**config.mk**
```make
export PLATFORM = sky130hd
export DESIGN_NAME = if3_queue
export DESIGN_NICKNAME = d
export VERILOG_FILES = /design/src/if3_pkg.sv /design/src/if3_queue.sv
export VERILOG_INCLUDE_DIRS = /design/src /design/src/src
export SDC_FILE = /design/constraint.sdc
export NUM_CORES = 1
export LEC_CHECK = 0
export BUFFER_PORTS_ARGS = -buffer_cell sky130_fd_sc_hd__buf_4
export CORE_MARGIN = 5
export CORE_UTILIZATION = 60
export DETAILED_ROUTE_END_ITERATION = 8
export PLACE_DENSITY = 0.79
export SLEW_MARGIN = 40
export SYNTH_ARGS = -nofsm -noshare
export SYNTH_HDL_FRONTEND = slang
export SYNTH_SLANG_ARGS = --single-unit
```
**constraint.sdc**
```tcl
create_clock -name clk -period 6.9 [get_ports clk]
set_input_delay 1.035 -clock clk [delete_from_list [all_inputs] [get_ports clk]]
set_output_delay 1.035 -clock clk [all_outputs]
set_load 0.02 [all_outputs]
```
**src/image_filter_3x3_macros.svh**
```systemverilog
// Assertion macros shared by the image filter modules.
`ifndef IMAGE_FILTER_3X3_MACROS_SVH
`define IMAGE_FILTER_3X3_MACROS_SVH

// Implication checked at every rising clock edge outside reset.
`define IF3_ASSERT_IMPL(label, clk, rst_n, ante, cons) \
    label: assert property (@(posedge clk) disable iff (!rst_n) (ante) |-> (cons)) \
        else $error("assertion failed");

// Condition that must never hold outside reset.
`define IF3_ASSERT_NEVER(label, clk, rst_n, cond) \
    label: assert property (@(posedge clk) disable iff (!rst_n) !(cond)) \
        else $error("assertion failed");

`endif

```
**src/if3_pkg.sv**
```systemverilog
// ----------------------------------------------------------------------------
// if3_pkg
// Types, constants and helpers shared by the 3x3 image filter.
// ----------------------------------------------------------------------------
package if3_pkg;

    localparam int MaxWidth  = 1024;
    localparam int AddrW     = $clog2(MaxWidth);
    localparam int QueueDepth = 4;
    localparam int QueueAw   = $clog2(QueueDepth);

    localparam logic [2:0] MODE_AVG   = 3'd0;
    localparam logic [2:0] MODE_SHARP = 3'd1;
    localparam logic [2:0] MODE_SOBX  = 3'd2;
    localparam logic [2:0] MODE_SOBY  = 3'd3;
    localparam logic [2:0] MODE_MAG   = 3'd4;

    localparam logic [1:0] REG_MODE   = 2'd0;
    localparam logic [1:0] REG_GAIN   = 2'd1;
    localparam logic [1:0] REG_WIDTH  = 2'd2;
    localparam logic [1:0] REG_HEIGHT = 2'd3;

    // One complete neighbourhood, passed from front to back.
    typedef struct packed {
        logic [8:0][7:0] p;      // row-major, p[3*r+c]
        logic [11:0]     row;
        logic [9:0]      col;
        logic            last;
    } window_t;

endpackage

```
**src/if3_queue.sv**
```systemverilog
// ----------------------------------------------------------------------------
// if3_queue
// Short queue of neighbourhoods between the front and the back.
// ----------------------------------------------------------------------------
`include "image_filter_3x3_macros.svh"

module if3_queue (
    input  logic             clk,
    input  logic             rst_n,
    input  logic             in_valid,
    output logic             in_ready,
    input  if3_pkg::window_t in_data,
    output logic             out_valid,
    input  logic             out_ready,
    output if3_pkg::window_t out_data
);

    if3_pkg::window_t                 slot_reg [if3_pkg::QueueDepth];
    logic [if3_pkg::QueueAw-1:0]      wr_reg;
    logic [if3_pkg::QueueAw-1:0]      rd_reg;
    logic [if3_pkg::QueueAw:0]        cnt_reg;
    logic                             push;
    logic                             pop;

    assign in_ready  = (cnt_reg != (if3_pkg::QueueAw+1)'(if3_pkg::QueueDepth));
    assign out_valid = (cnt_reg != '0);
    assign push      = in_valid && in_ready;
    assign pop       = out_valid && out_ready;
    assign out_data  = slot_reg[rd_reg];

    // Storage slots.
    always_ff @(posedge clk)
    begin
        if (push)
        begin
            slot_reg[wr_reg] <= in_data;
        end
    end

    // Pointers and fill count.
    always_ff @(posedge clk or negedge rst_n)
    begin
        if (!rst_n)
        begin
            wr_reg  <= '0;
            rd_reg  <= '0;
            cnt_reg <= '0;
        end
        else
        begin
            if (push)
            begin
                wr_reg <= wr_reg + 1'b1;
            end
            if (pop)
            begin
                rd_reg <= rd_reg + 1'b1;
            end
            if (push && !pop)
            begin
                cnt_reg <= cnt_reg + 1'b1;
            end
            else if (pop && !push)
            begin
                cnt_reg <= cnt_reg - 1'b1;
            end
        end
    end

    `IF3_ASSERT_NEVER(a_q_over, clk, rst_n,
        cnt_reg > (if3_pkg::QueueAw+1)'(if3_pkg::QueueDepth))
    `IF3_ASSERT_IMPL(a_q_ptr, clk, rst_n, cnt_reg == '0, wr_reg == rd_reg)

endmodule

```
Word-level counts from Yosys, hierarchy flattened:

Memory sizes are Yosys's and may differ from the RTL's.
Index checks and enable logic that the tools add are counted.

* register bits: 7
* bits in latches: 0
* bits in writable memories: 380
* memory bits (read-only): 0
* input port bits: 99
* output and inout bits: 97
* word-level logic and storage cells: 21
* memories kept: 1

Memory list
* slot_reg: words 4, bits a word 95, read ports 1, clocked after memory_dff 0, wr ports 1, RTL line if3_queue.sv:18 `if3_pkg::window_t slot_reg [if3_pkg::QueueDepth];`

* add/subtract/negate cells: 4
* $mul: 0
* div/mod/pow operators: 0
* magnitude comparators: 0
* equality and inequality tests: 1
* shift-type cells: 0
* multiplexer cells: 4
* bitwise operators: 0
* reductions and logical operators: 8

Operator list (count)
* 3-bit two-way mux: 2
* 2-bit by 1-bit adder with 2-bit output (second input constant): 2
* 1-bit logical AND: 4
* 3-bit by 1-bit adder with 3-bit output (second input constant): 1
* 3-bit != test (second input constant): 1
* 3-bit nonzero test: 1
* 3-bit by 1-bit subtractor with 3-bit output (second input constant): 1
* 1-bit zero test: 2
* 1-bit two-way mux: 2
* 2-bit nonzero test: 1

Logic depth before layout (Yosys ltp):

* depth in word-level cells: 6
* mapped depth: 8
* mapped depth without buffers: 8

Worst setup path after synthesis:

No wires, ideal clock.

* path type: input port to flip-flop
* start: in in_valid
* end: mem slot_reg[0][0] in the netlist's numbering (enable)
* library setup time: 0.464 ns
* data arrival time: 3.542 ns
* data required time: 6.436 ns
* slack: 2.894 ns
* stages: 2
* path buffers: 0
* cells stage by stage: a21boi_2 and2_1

* longest elaborated chain between the ends: 3

Ends and longest elaborated chain
* start: declaration: RTL line if3_queue.sv:10 `input logic in_valid,`
* 1-bit logical AND: RTL line if3_queue.sv:27 `assign push = in_valid && in_ready;`
* 1-bit two-way mux: RTL line if3_queue.sv:34 `if (push)`
* 1-bit two-way mux (not written as such): RTL line if3_queue.sv:36 `slot_reg[wr_reg] <= in_data;`
* end: declaration: RTL line if3_queue.sv:18

No other way between the ends.

==> metrics.md <==
| Metric | Value |
|---|---|
| Final #Nets | `858` |
| Slew @ Worst Pin | `0.792 ns` |
| DP HPWL | `15900 um` |
| Clk_lat worst skew | `0.51 ns` |
| Asr flop ratio synth | `1.81%` |
| Crit-path max cell delay | `0.85 ns` |
| Post-CTS setup buffer count | `0` |
| CORE AREA | `0.0233 sq mm` |
| TNS Setup | `0 ns` |
| Multiplexer share of the synthesized area | `15.3%` |
| CP max stage cell | `dfrtp_4` |
| Worst endpoint required time | `5.86 ns` |
| Fillers | `1295` |
| Chip Height | `163 um` |
| Yosys warning total | `0` |
| Layout cell share with drive strength beyond 1 | `46.2%` |
| Post_cts resized | `0` |
| Most common cell after layout, fill and taps aside | `edfxtp_1` |
| Yosys reg bits | `387` |
| Die span in x | `163 um` |
| DRC | `0` |
| Synth Area in Adders | `0.585%` |
| DRT Wirelength | `25900 um` |
| Simple-gate share of the synthesized area | `0.364%` |
| CP Cell Sequence | `buf_4 > mux4_2 > buf_4` |
| # port buffers | `195` |
| CTS hold repair buffers | `0` |
| Most used cell, CP | `buf_4` |
| Crit Path Max Fanout | `54` |
| GR Util All Layers | `19.8%` |
| Initial DRC Count | `482` |
| Main synth FF type | `edfxtp_1` |
| CP Class | `reg2out` |
| R2R Path Start | `cnt_reg[0]$_DFFE_PN0P_` |
| Slew Viols, Final | `0` |
| Initial Utilization | `60.5%` |
| Syn nets | `637` |
| Post-synth EDFFs | `380` |
| Initial antenna violation count | `0` |
| CP Launch Point | `rd_reg[1]$_DFFE_PN0P_` |
| Final hold viol count | `0` |
| Aggregate global routing overflow | `0` |
| R2R Setup Slk | `4.24 ns` |
| Area leader, netlist | `edfxtp_1` |
| Complex-gate fraction of the synthesized area | `0.0798%` |
| Startpoint Class | `flop` |
| Number of global-route vias before repair | `6888` |
| Reg-to-Reg End | `slot_reg[1][93]$_DFFE_PP_` |
| CTS tree | `built` |
| Rel. slew slack | `47.2%` |
| Ports | `196` |
| Minimum clock period after layout | `3.83 ns` |
| CTS HTree Levels | `2` |
| Final ANT Viol Nets | `0` |
| Seq/Total Area, Yosys | `82.1%` |
| Mean Syn Cell Area | `26.5 sq um` |
| Largest family of logic cells by synthesized area | `multiplexers` |
| Hold_ws | `0.335 ns` |
| Achievable Freq | `261 MHz` |
| RePlAce Congestion | `0.766` |
| N_diodes | `0` |
| Most frequent cells in the layout | `380 x edfxtp_1, 201 x buf_4, 95 x mux4_2` |
| Register clock-pin slew on the reported worst setup and hold paths | `0.06 ns` |
| Avg WL per Cell | `23.6 um` |
| Max FFs per register | `380` |
| Num CTS Buffers | `38` |
| Max cap viols | `0` |
| Post-Syn Area | `0.0141 sq mm` |
| Hold/Removal Path Class | `in2async` |
| Static Leak | `0.00586 uW` |
| Worst vdd ir | `0.000326 V` |
| Synth unique cells | `21` |
| RSZ-0062 raised after global routing | `false` |
| Final Setup Violations | `0` |
| Avg Vias per Cell | `5.67` |
| CP endpoint kind | `primary output` |
| Skew final | `0.0157 ns` |
| Synth area leaders | `edfxtp_1 81%, mux4_2 15%, dfrtp_1 1.2%` |
| Largest net degree at the start of global routing | `55` |
| First-pass GRT wire length | `39900 um` |
| Post-synth top area share | `80.9%` |
| Total number of vias | `6227` |
| P per Cell Area | `457 mW/mm^2` |
| Post-Synth XOR/XNOR Area | `0.372%` |
| Clk buf depth | `3` |
| Depth of the worst register-to-register path | `4` |
| Row Count | `56` |
| CP arrival | `2.79 ns` |
| Die area | `0.0267 sq mm` |
| P&R area growth vs syn | `21.4%` |
| Post-Syn Instances | `532` |
| Tcrit/Tclk final | `55.4%` |
| Status | `finished, final reports clean` |
| Root Driver | `clkbuf_16` |
| Clock sink total | `387` |
| Drt pass-1 iters | `5` |
==> worst max-delay path by stage <==
stage	endpoint	slack, ns	depth (start not counted)
2_1_floorplan	slot_reg[0][0]$_DFFE_PP_	2.89	2
3_3_place_gp	out_data[84]	3.15	3
3_5_place_dp	out_data[84]	3.50	3
4_1_cts	out_data[11]	2.92	3
5_1_grt	out_data[94]	2.98	4
6_report	out_data[47]	3.07	3
==> critical path, delay by kind of cell, from the launching register on <==
kind     cells  cell delay [ns]
buf+inv      2             0.91
flops        1             0.85
mux          1             0.46
==> layout make-up <==
type	count	area (sq um)	share of cell area [%]
Clock inverter	18	194	1.13
Clock buffer	49	1020	5.97
Inverter	3	11.3	0.0657
Timing Repair Buffer	203	1540	8.99
Multi-Input combinational cell	120	2370	13.8
Tap cell	319	399	2.33
Sequential cell	387	11600	67.7
==> stage by stage <==
stage / cells / area [sq um] / setup slack [ns] / util, % / power (uW)
2_1_floorplan: 532 / 14100 / 2.89 / - / 4970
3_3_place_gp: 1031 / 15900 / 3.15 / 68.1 / 5840
3_5_place_dp: 1032 / 15900 / 3.50 / 68.2 / 5920
4_1_cts: 1099 / 17100 / 2.92 / 73.4 / 7930
5_1_grt: 1099 / 17100 / 2.98 / 73.4 / 8180
6_report: 1099 / 17100 / 3.07 / 73.4 / 7830
==> cell usage after synthesis, types with 2 or more instances <==
| master | count |
|---|---|
| mux4_2 | 95 |
| ha_1 | 5 |
| buf_6 | 2 |
| nor2_1 | 2 |
| xor2_1 | 2 |
| buf_8 | 2 |
| edfxtp_1 | 380 |
| xnor2_1 | 4 |
| nand2_1 | 2 |
| clkbuf_1 | 4 |
| buf_2 | 12 |
| and2_1 | 4 |
| dfrtp_1 | 7 |
| mux2_2 | 2 |
| inv_1 | 3 |
==> power by group <==
part,switching (uW),internal (uW)
registers,212,3110
logic,1350,1150
clock network,801,1200
total,2360,5460
==> cell families after synthesis <==
logic type / count (synthesis)
flip-flops: 387
multiplexers: 97
buffers and inverters: 25
AND/OR/NAND/NOR: 10
XOR/XNOR: 6
adder cells (fa/ha/maj): 6
AO/OA/AOI/OAI: 1
==> routing by layer <==
| metal | GRT usage, % | wire length, um | vias to the layer above | share of wire, % |
|---|---|---|---|---|
| met2 | 32.2 | 13000 | 242 | 50 |
| met1 | 27.2 | 10100 | 3231 | 39 |
| met5 | 0 | 0 | - | 0 |
| li1 | - | - | 2721 | - |
| met4 | 4.19 | 388 | 0 | 1.5 |
| met3 | 6.23 | 2370 | 33 | 9.2 |
Note: power is estimated with default switching activity, not from simulation.
