[config.mk]
export PLATFORM = sky130hd
export DESIGN_NAME = if3_back
export DESIGN_NICKNAME = d
export VERILOG_FILES = /design/src/if3_pkg.sv /design/src/if3_back.sv
export VERILOG_INCLUDE_DIRS = /design/src /design/src/src
export SDC_FILE = /design/constraint.sdc
export NUM_CORES = 2
export LEC_CHECK = 0
export CAP_MARGIN = 20
export CORE_ASPECT_RATIO = 0.7
export CORE_MARGIN = 8
export CORE_UTILIZATION = 50
export CTS_CLUSTER_SIZE = 16
export DETAILED_ROUTE_END_ITERATION = 10
export DONT_BUFFER_PORTS = 1
export GPL_ROUTABILITY_DRIVEN = 0
export MAX_ROUTING_LAYER = met4
export PLACE_DENSITY = 0.71
export SYNTH_ARGS = -nofsm -noshare
export SYNTH_HDL_FRONTEND = slang
export SYNTH_SLANG_ARGS = --single-unit
[constraint.sdc]
create_clock -name clk -period 7 [get_ports clk]
set_clock_uncertainty 0.15 [all_clocks]
set_input_delay 0.7 -clock clk [delete_from_list [all_inputs] [get_ports clk]]
set_output_delay 0.7 -clock clk [all_outputs]
set_load 0.02 [all_outputs]
[src/image_filter_3x3_macros.svh]
// Assertion macros shared by the image filter modules.
`ifndef IMAGE_FILTER_3X3_MACROS_SVH
`define IMAGE_FILTER_3X3_MACROS_SVH

// Implication checked at every rising clock edge outside reset.
`define IF3_ASSERT_IMPL(label, clk, rst_n, ante, cons) \
    label: assert property (@(posedge clk) disable iff (!rst_n) (ante) |-> (cons)) \
        else $error("assertion failed");

// Condition that must never hold outside reset.
`define IF3_ASSERT_NEVER(label, clk, rst_n, cond) \
    label: assert property (@(posedge clk) disable iff (!rst_n) !(cond)) \
        else $error("assertion failed");

`endif

[src/if3_pkg.sv]
// ----------------------------------------------------------------------------
// if3_pkg
// Types, constants and helpers shared by the 3x3 image filter.
// ----------------------------------------------------------------------------
package if3_pkg;

    localparam int MaxWidth  = 1024;
    localparam int AddrW     = $clog2(MaxWidth);
    localparam int QueueDepth = 4;
    localparam int QueueAw   = $clog2(QueueDepth);

    localparam logic [2:0] MODE_AVG   = 3'd0;
    localparam logic [2:0] MODE_SHARP = 3'd1;
    localparam logic [2:0] MODE_SOBX  = 3'd2;
    localparam logic [2:0] MODE_SOBY  = 3'd3;
    localparam logic [2:0] MODE_MAG   = 3'd4;

    localparam logic [1:0] REG_MODE   = 2'd0;
    localparam logic [1:0] REG_GAIN   = 2'd1;
    localparam logic [1:0] REG_WIDTH  = 2'd2;
    localparam logic [1:0] REG_HEIGHT = 2'd3;

    // One complete neighbourhood, passed from front to back.
    typedef struct packed {
        logic [8:0][7:0] p;      // row-major, p[3*r+c]
        logic [11:0]     row;
        logic [9:0]      col;
        logic            last;
    } window_t;

endpackage

[src/if3_back.sv]
// ----------------------------------------------------------------------------
// if3_back
// Filter arithmetic: one neighbourhood in, one rounded pixel out.
// ----------------------------------------------------------------------------
`include "image_filter_3x3_macros.svh"

module if3_back (
    input  logic             clk,
    input  logic             rst_n,
    input  logic             in_valid,
    output logic             in_ready,
    input  if3_pkg::window_t in_data,
    input  logic [2:0]       mode,
    input  logic [8:0]       sharpen_gain,
    output logic             out_valid,
    input  logic             out_ready,
    output logic [7:0]       value,
    output logic [11:0]      out_row,
    output logic [9:0]       out_col,
    output logic             last
);

    typedef enum logic [2:0] { S_IDLE, S_MUL, S_ADD, S_SQRT, S_RES, S_OUT } state_t;

    state_t            state_reg;
    if3_pkg::window_t  w_reg;
    logic signed [11:0] gx_reg;
    logic signed [11:0] gy_reg;
    logic signed [12:0] avg_reg;
    logic signed [11:0] lap_reg;
    logic signed [22:0] prod_reg;
    logic [21:0]       sq_x_reg;
    logic [21:0]       sq_y_reg;
    logic [28:0]       rem_reg;
    logic [14:0]       root_reg;
    logic [3:0]        step_reg;
    logic [7:0]        value_reg;
    logic              out_valid_reg;
    logic signed [11:0] gx;
    logic signed [11:0] gy;
    logic signed [12:0] avg;
    logic signed [11:0] lap;
    logic [28:0]       sum64;
    logic [7:0]        res_c;
    logic signed [23:0] sharp_v;

    // Rounds v / 2^sh to nearest with ties to even, then saturates.
    function automatic logic [7:0] rnd_sat(input logic signed [23:0] v, input int sh);
        logic signed [23:0] q;
        logic [23:0]        mask;
        logic [23:0]        r;
        logic [23:0]        half;
        begin
            q    = v >>> sh;
            mask = (24'd1 << sh) - 24'd1;
            r    = v & mask;
            half = 24'd1 << (sh - 1);
            if ((r > half) || ((r == half) && q[0]))
            begin
                q = q + 24'sd1;
            end
            if (q < 0)
            begin
                rnd_sat = 8'd0;
            end
            else if (q > 24'sd255)
            begin
                rnd_sat = 8'd255;
            end
            else
            begin
                rnd_sat = q[7:0];
            end
        end
    endfunction

    // Gradients and kernel sums of the neighbourhood.
    always_comb
    begin
        gx  = 12'(signed'({4'b0, w_reg.p[2]})) + 12'(signed'({3'b0, w_reg.p[5], 1'b0}))
            + 12'(signed'({4'b0, w_reg.p[8]})) - 12'(signed'({4'b0, w_reg.p[0]}))
            - 12'(signed'({3'b0, w_reg.p[3], 1'b0})) - 12'(signed'({4'b0, w_reg.p[6]}));
        gy  = 12'(signed'({4'b0, w_reg.p[6]})) + 12'(signed'({3'b0, w_reg.p[7], 1'b0}))
            + 12'(signed'({4'b0, w_reg.p[8]})) - 12'(signed'({4'b0, w_reg.p[0]}))
            - 12'(signed'({3'b0, w_reg.p[1], 1'b0})) - 12'(signed'({4'b0, w_reg.p[2]}));
        avg = 13'({5'b0, w_reg.p[0]}) + 13'({4'b0, w_reg.p[1], 1'b0}) + 13'({5'b0, w_reg.p[2]})
            + 13'({4'b0, w_reg.p[3], 1'b0}) + 13'({3'b0, w_reg.p[4], 2'b0})
            + 13'({4'b0, w_reg.p[5], 1'b0}) + 13'({5'b0, w_reg.p[6]})
            + 13'({4'b0, w_reg.p[7], 1'b0}) + 13'({5'b0, w_reg.p[8]});
        lap = 12'(signed'({4'b0, w_reg.p[1]})) + 12'(signed'({4'b0, w_reg.p[7]}))
            + 12'(signed'({4'b0, w_reg.p[3]})) + 12'(signed'({4'b0, w_reg.p[5]}))
            - 12'(signed'({2'b0, w_reg.p[4], 2'b0}));
    end

    assign sum64   = {1'b0, sq_x_reg + sq_y_reg, 6'b0} >> 0;
    assign sharp_v = 24'(signed'({8'b0, w_reg.p[4], 8'b0})) - 24'(prod_reg);

    // Result selection.
    always_comb
    begin
        unique case (mode)
            if3_pkg::MODE_AVG:   res_c = rnd_sat(24'(avg_reg), 4);
            if3_pkg::MODE_SHARP: res_c = rnd_sat(sharp_v, 8);
            if3_pkg::MODE_SOBX:  res_c = rnd_sat(24'(gx_reg) + 24'sd512, 2);
            if3_pkg::MODE_SOBY:  res_c = rnd_sat(24'(gy_reg) + 24'sd512, 2);
            if3_pkg::MODE_MAG:
            begin
                res_c = ((root_reg + 15'd16) >> 5) > 15'd255 ? 8'd255
                      : 8'((root_reg + 15'd16) >> 5);
            end
            default:             res_c = 8'd0;
        endcase
    end

    logic [57:0] radicand_reg;
    logic [30:0] rem_next;
    logic [14:0] root_next;

    // Restoring square root step: one result bit per cycle, two radicand bits.
    always_comb
    begin
        rem_next  = {rem_reg[28:0], radicand_reg[57:56]};
        root_next = {root_reg[13:0], 1'b0};
        if (rem_next >= {14'b0, root_reg, 2'b01})
        begin
            rem_next  = rem_next - {14'b0, root_reg, 2'b01};
            root_next = {root_reg[13:0], 1'b1};
        end
    end

    // Sequencer.
    always_ff @(posedge clk or negedge rst_n)
    begin
        if (!rst_n)
        begin
            state_reg     <= S_IDLE;
            out_valid_reg <= 1'b0;
            step_reg      <= '0;
            w_reg         <= '0;
            gx_reg        <= '0;
            gy_reg        <= '0;
            avg_reg       <= '0;
            lap_reg       <= '0;
            prod_reg      <= '0;
            sq_x_reg      <= '0;
            sq_y_reg      <= '0;
            rem_reg       <= '0;
            root_reg      <= '0;
            radicand_reg  <= '0;
            value_reg     <= '0;
        end
        else
        begin
            unique case (state_reg)
                S_IDLE:
                begin
                    if (in_valid)
                    begin
                        w_reg     <= in_data;
                        state_reg <= S_MUL;
                    end
                end
                S_MUL:
                begin
                    gx_reg    <= gx;
                    gy_reg    <= gy;
                    avg_reg   <= avg;
                    lap_reg   <= lap;
                    state_reg <= S_ADD;
                end
                S_ADD:
                begin
                    prod_reg  <= 23'(signed'({1'b0, sharpen_gain})) * 23'(lap_reg);
                    sq_x_reg  <= 22'(gx_reg * gx_reg);
                    sq_y_reg  <= 22'(gy_reg * gy_reg);
                    state_reg <= (mode == if3_pkg::MODE_MAG) ? S_SQRT : S_RES;
                    step_reg  <= '0;
                    rem_reg   <= '0;
                    root_reg  <= '0;
                    radicand_reg <= '0;
                end
                S_SQRT:
                begin
                    if (step_reg == 4'd0 && radicand_reg == '0 && root_reg == '0
                        && rem_reg == '0)
                    begin
                        // The 30-bit radicand sits in the top bits, taken in pairs.
                        radicand_reg <= {1'b0, sum64, 28'b0};
                        step_reg     <= 4'd1;
                    end
                    else
                    begin
                        rem_reg      <= rem_next[28:0];
                        root_reg     <= root_next;
                        radicand_reg <= {radicand_reg[55:0], 2'b0};
                        step_reg     <= step_reg + 4'd1;
                        if (step_reg == 4'd15)
                        begin
                            state_reg <= S_RES;
                        end
                    end
                end
                S_RES:
                begin
                    value_reg     <= res_c;
                    out_valid_reg <= 1'b1;
                    state_reg     <= S_OUT;
                end
                S_OUT:
                begin
                    if (out_ready)
                    begin
                        out_valid_reg <= 1'b0;
                        state_reg     <= S_IDLE;
                    end
                end
                default:
                begin
                    state_reg <= S_IDLE;
                end
            endcase
        end
    end

    assign in_ready  = (state_reg == S_IDLE);
    assign out_valid = out_valid_reg;
    assign value     = value_reg;
    assign out_row   = w_reg.row;
    assign out_col   = w_reg.col;
    assign last      = w_reg.last;

    `IF3_ASSERT_IMPL(a_out_state, clk, rst_n, out_valid_reg, state_reg == S_OUT)
    `IF3_ASSERT_IMPL(a_sqrt_len, clk, rst_n, state_reg == S_SQRT, step_reg <= 4'd15)
    `IF3_ASSERT_NEVER(a_take_busy, clk, rst_n, in_valid && in_ready && out_valid_reg)

endmodule

# --- After elaboration in Yosys (flattened, before gate mapping) ---
# Index checks and enable logic that the tools add are counted.
totals:
  inputBits: 111
  elab_cells: 153
  regBits: 328
  out_inout_bits: 33
op_classes:
  muxes: 36
  n_addsub: 33
  n_mul: 3
  eq_ne: 18
  reduce_logical: 23
  n_lt_le_gt_ge: 14
ops:
  columns: ["operator", "n"]
  rows:
  - ["2-to-1 mux 24 bit", 8]
  - ["one-hot mux 58 bit (2 select lines)", 1]
  - ["> comparator 24 x 9 -> 1 bit (second input constant)", 4]
  - ["< comparator 24 x 1 -> 1 bit (second input constant)", 4]
  - ["2-to-1 mux 8 bit", 9]
  - ["zero test 58 bit", 1]
  - ["2-to-1 mux 29 bit", 2]
  - ["2-to-1 mux 58 bit", 1]
  - ["one-hot mux 29 bit (2 select lines)", 1]
  - ["adder 10 x 8 -> 11 bit", 4]
  - ["multiplier 12 x 12 -> 22 bit", 2]
  - ["one-hot mux 8 bit (5 select lines)", 1]
  - ["greater-or-equal comparator 31 x 17 -> 1 bit", 1]
  - ["adder 8 x 9 -> 10 bit", 3]
  - ["one-hot mux 15 bit (2 select lines)", 1]
  - ["zero test 29 bit", 1]
  - ["subtractor 29 x 17 -> 29 bit", 1]
  - ["adder 12 x 11 -> 13 bit (second input constant)", 2]
  - ["adder 13 x 8 -> 13 bit", 2]
  - ["adder 13 x 9 -> 13 bit", 2]
  - ["adder 11 x 2 -> 12 bit (second input constant)", 2]
  - ["subtractor 11 x 8 -> 12 bit", 2]
  - ["subtractor 12 x 10 -> 12 bit", 2]
  - ["subtractor 12 x 9 -> 12 bit", 2]
  - ["other kinds (38)", 68]

# --- Depth between registers and ports, before layout ---
depth:
  word_depth: 10
  depth_mapped: 22

# --- Worst setup path after synthesis ---
# Ideal clock, no wire load.
synth_path:
  kind: "register -> register"
  startpoint: "register gy_reg[11]"
  endpoint: "register sq_y_reg[20]"
  setup_time_ns: 0.120
  t_arrival_ns: 5.602
  required_ns: 6.730
  stages_incl_launch_ff: 19
  slack_ns: 1.128
  path_cell_list: "dfrtp_1 -> clkbuf_1 -> clkbuf_1 -> and2_1 -> fa_1 -> ha_1 -> inv_1 -> fa_1 -> inv_1 -> fa_1 -> fa_1 -> ha_1 -> or2_2 -> a21oi_1 -> a31oi_1 -> a41o_1 -> o21a_1 -> or3_1 -> a31o_2"
synth_between:
  elab_chain_cells: 1
synth_rtl:
  columns: ["element", "line_no", "text"]
  rows:
  - ["start, declared", "if3_back.sv:28", "logic signed [11:0] gy_reg;"]
  - ["start signal, assigned", "if3_back.sv:166", "gy_reg <= gy;"]
  - ["multiplier 12 x 12 -> 22 bit", "if3_back.sv:175", "sq_y_reg <= 22'(gy_reg * gy_reg);"]
  - ["end signal, assigned", "if3_back.sv:175", null]
  - ["end, declared", "if3_back.sv:33", "logic [21:0] sq_y_reg;"]
# No other way between the ends.
# A chain may end at the register's enable or synchronous reset.

# --- Worst setup path after layout ---
layout_path:
  startpoint: "register gy_reg[3]"
  endpoint: "register sq_y_reg[21]"
# The elaborated chain is that of the path after synthesis.

==> summary.txt <==
Status
  – Outcome: finished with violations
  – Failing checks: hold timing

Layout
  – Share of layout cells above drive strength 1: 0.0518
  – Final #Nets: 4185
  – Max reg flops: 72
  – Area Growth Syn to Fin: 5.70%

Yosys
  – Syn. warnings: 0
  – Simple-gate area share of the yosys netlist: 0.132
  – Post-synthesis mux area share: 0.0278
  – Sequential area share after synthesis: 0.222
  – Synth top area cells: fa_1 28%, dfrtp_1 22%, ha_1 10%, inv_1 6.3%, nand2_1 4.3%
  – XOR/XNOR share of the synthesized area: 0.0485
  – Top cells by count, synth: 555 x inv_1, 455 x fa_1, 374 x nand2_1, 292 x dfrtp_1, 266 x ha_1
  – Fraction of registers with async set/reset: 1.00
  – Number of synthesized flops with an enable pin: 0
  – Yosys cell types: 78
  – Share of the synthesized area in the top cell type: 0.277
  – Most numerous cell in the Yosys netlist: inv_1
  – Dominant synthesized flop cell: dfrtp_1
  – Syn_area_per_cell: 9.54 um2
  – Fraction of the mapped netlist area in adder cells: 0.379
  – Syn Inst Count: 3441
  – Synth Cell Area: 0.0328 mm2
  – Area leader, netlist: fa_1
  – Syn Nets: 4273
  – Flops & latches, synth: 292
  – Largest family of logic cells by synthesized area: adder cells
  – Post-synthesis compound-gate area fraction: 0.107

Clocking
  – Clk slew on worst S/H paths: 0.06 ns
  – Post-cts sizing count: 0
  – Clock sink count: 292
  – Worst skew pair latency: 0.57 ns
  – Clock buffer count from CTS: 35
  – CTS root buffer: clkbuf_16
  – Post-CTS Setup Inserts: 0
  – CTS tree: yes
  – H-tree levels: 2
  – Clk buf depth: 3

Critical path
  – Critical path buffer and inverter count: 2
  – Reg2Reg Capture Point: sq_y_reg[21]
  – Worst Setup Path Type: register to register
  – R2R Setup Slk: 0.66 ns
  – Slowest CP cell: dfrtp_1
  – Crit path depth: 19
  – Worst endpoint required time: 7.30 ns
  – CP endpoint kind: register
  – Depth of the most critical reg-to-reg path: 19
  – Reg2reg start: gy_reg[3]
  – Critical path endpoint: sq_y_reg[21]
  – CP cell instances: ha_1, fa_1, ha_1, inv_1, fa_1, fa_1, fa_1, inv_1, ha_1, nor2b_1, o21ai_0, a21boi_0, o21ai_0, a21oi_1, a211oi_1, nor3_1, a2111oi_0, mux2i_1, nand2_1
  – Startpoint types: register
  – Max incr delay on CP: 0.61 ns
  – Worst setup startpoint: gy_reg[3]
  – Crit-path max FO: 18
  – Critical Path AT: 6.64 ns
  – Top cell by count, worst path: fa_1
  – Worst path top cell family by delay: adder cells

Global route
  – Most Crowded Layer GR: met1
  – Met3 GRT Util: 0.0527
  – First-pass GRT wire length: 127000 um
  – Vias in the first global route: 23.0k
  – Largest net degree at the start of global routing: 293
  – GR Util All Layers: 0.218
  – Initial antenna violation count: 1
  – Met1 usage: 0.333
  – M2 GR Usage: 0.291
  – Remaining global-route overflow: 0

Detailed routing
  – Routed wire length per instance: 18.0 um
  – DR vias: 23.0k
  – Post-route ant nets: 0
  – Iter 0 DRT Violations: 1691
  – Via/cell ratio: 5.41
  – Pre-antenna DRT Iters: 5
  – Routed WL: 76800 um
  – DRC: 0

Placed design
  – Port bufs: 0
  – Final HPWL DP: 61900 um

Floorplan
  – Starting density of the core: 0.506
  – Die Wd: 322 um
  – Core area: 0.0649 mm2
  – Die height: 230 um
  – Ports: 144
  – Die area: 0.0743 mm2
  – FP Rows: 78

Timing
  – TNS Setup: 0 ns
  – RSZ-0062 raised after global routing: false
  – Highest Clock Rate: 158 MHz
  – Final min period: 6.34 ns
  – Hold_ws: -0.275 ns
  – Final critical-path share of the clock period: 0.905
  – Final-report setup violation count: 0
  – Slew HR: 0.292
  – Final Hold Viols: 292
  – Max-slew violations: 0
  – Slew @ Worst Pin: 1.06 ns

Hold path
  – Worst hold path type: input pin to async pin

Flow run
  – Max_cap viols: 0
==> how the worst min path moves through the flow <==
stage                start     endpoint  depth (start not counted)
2_1_floorplan        rst_n   avg_reg[0]                          0
3_3_place_gp   prod_reg[0]  prod_reg[0]                          2
3_5_place_dp         rst_n   gx_reg[10]                          0
4_1_cts              rst_n   gx_reg[10]                          0
5_1_grt              rst_n    gx_reg[5]                          0
6_report             rst_n    gx_reg[5]                          0
==> cell families (layout without fill, tap and decap cells) <==
group,count (synthesis),after routing
AOI/OAI and AO/OA,582,582
other,0,2
and+or+nand+nor,876,876
DFF,292,292
adders and majority gates,721,721
xor gates and xnor gates,182,182
buffers and inverters,705,640
muxes,83,83
==> cell type report <==
class,instances,area [um2]
fillers,5734,30200
multi-input cells,2444,22800
flip-flops and latches,292,7310
inverters,555,2080
well taps,880,1100
clock buffers,42,943
clock inverters,18,262
repair buffers,25,208
diodes,2,5.00
==> cell usage in the layout (no fill, tap or decap), drive strengths merged, types with 70 or more instances in the layout <==
master | synthesis | final
inv | 555 | 560
dfrtp | 292 | 292
fa | 455 | 455
and2 | 155 | 155
a21oi | 147 | 147
ha | 266 | 266
xnor2 | 124 | 124
nand2 | 375 | 375
nor2 | 70 | 70
o21ai | 248 | 248
==> through the flow <==
step / setup slack, ns / instance area, um2 / instances / hold slack, ns / util
6_report: 0.662 / 34700 / 4258 / -0.275 / 0.535
5_1_grt: 0.302 / 34700 / 4257 / -0.315 / 0.535
4_1_cts: 0.713 / 34700 / 4255 / -0.333 / 0.534
3_5_place_dp: 0.746 / 33500 / 4195 / 0.287 / 0.516
3_3_place_gp: 0.907 / 33500 / 4195 / 0.293 / 0.516
2_1_floorplan: 1.13 / 32800 / 3441 / 0.254 / -
==> per-layer routing <==
metal	vias up	routed length (um)
met1	11400	37800
li1	10900	-
met2	675	30900
met4	0	1360
met3	83	6760
met5	-	0
Power is not shown: default switching activity piles up to over one toggle a cycle in this logic, so the estimate is an artifact.
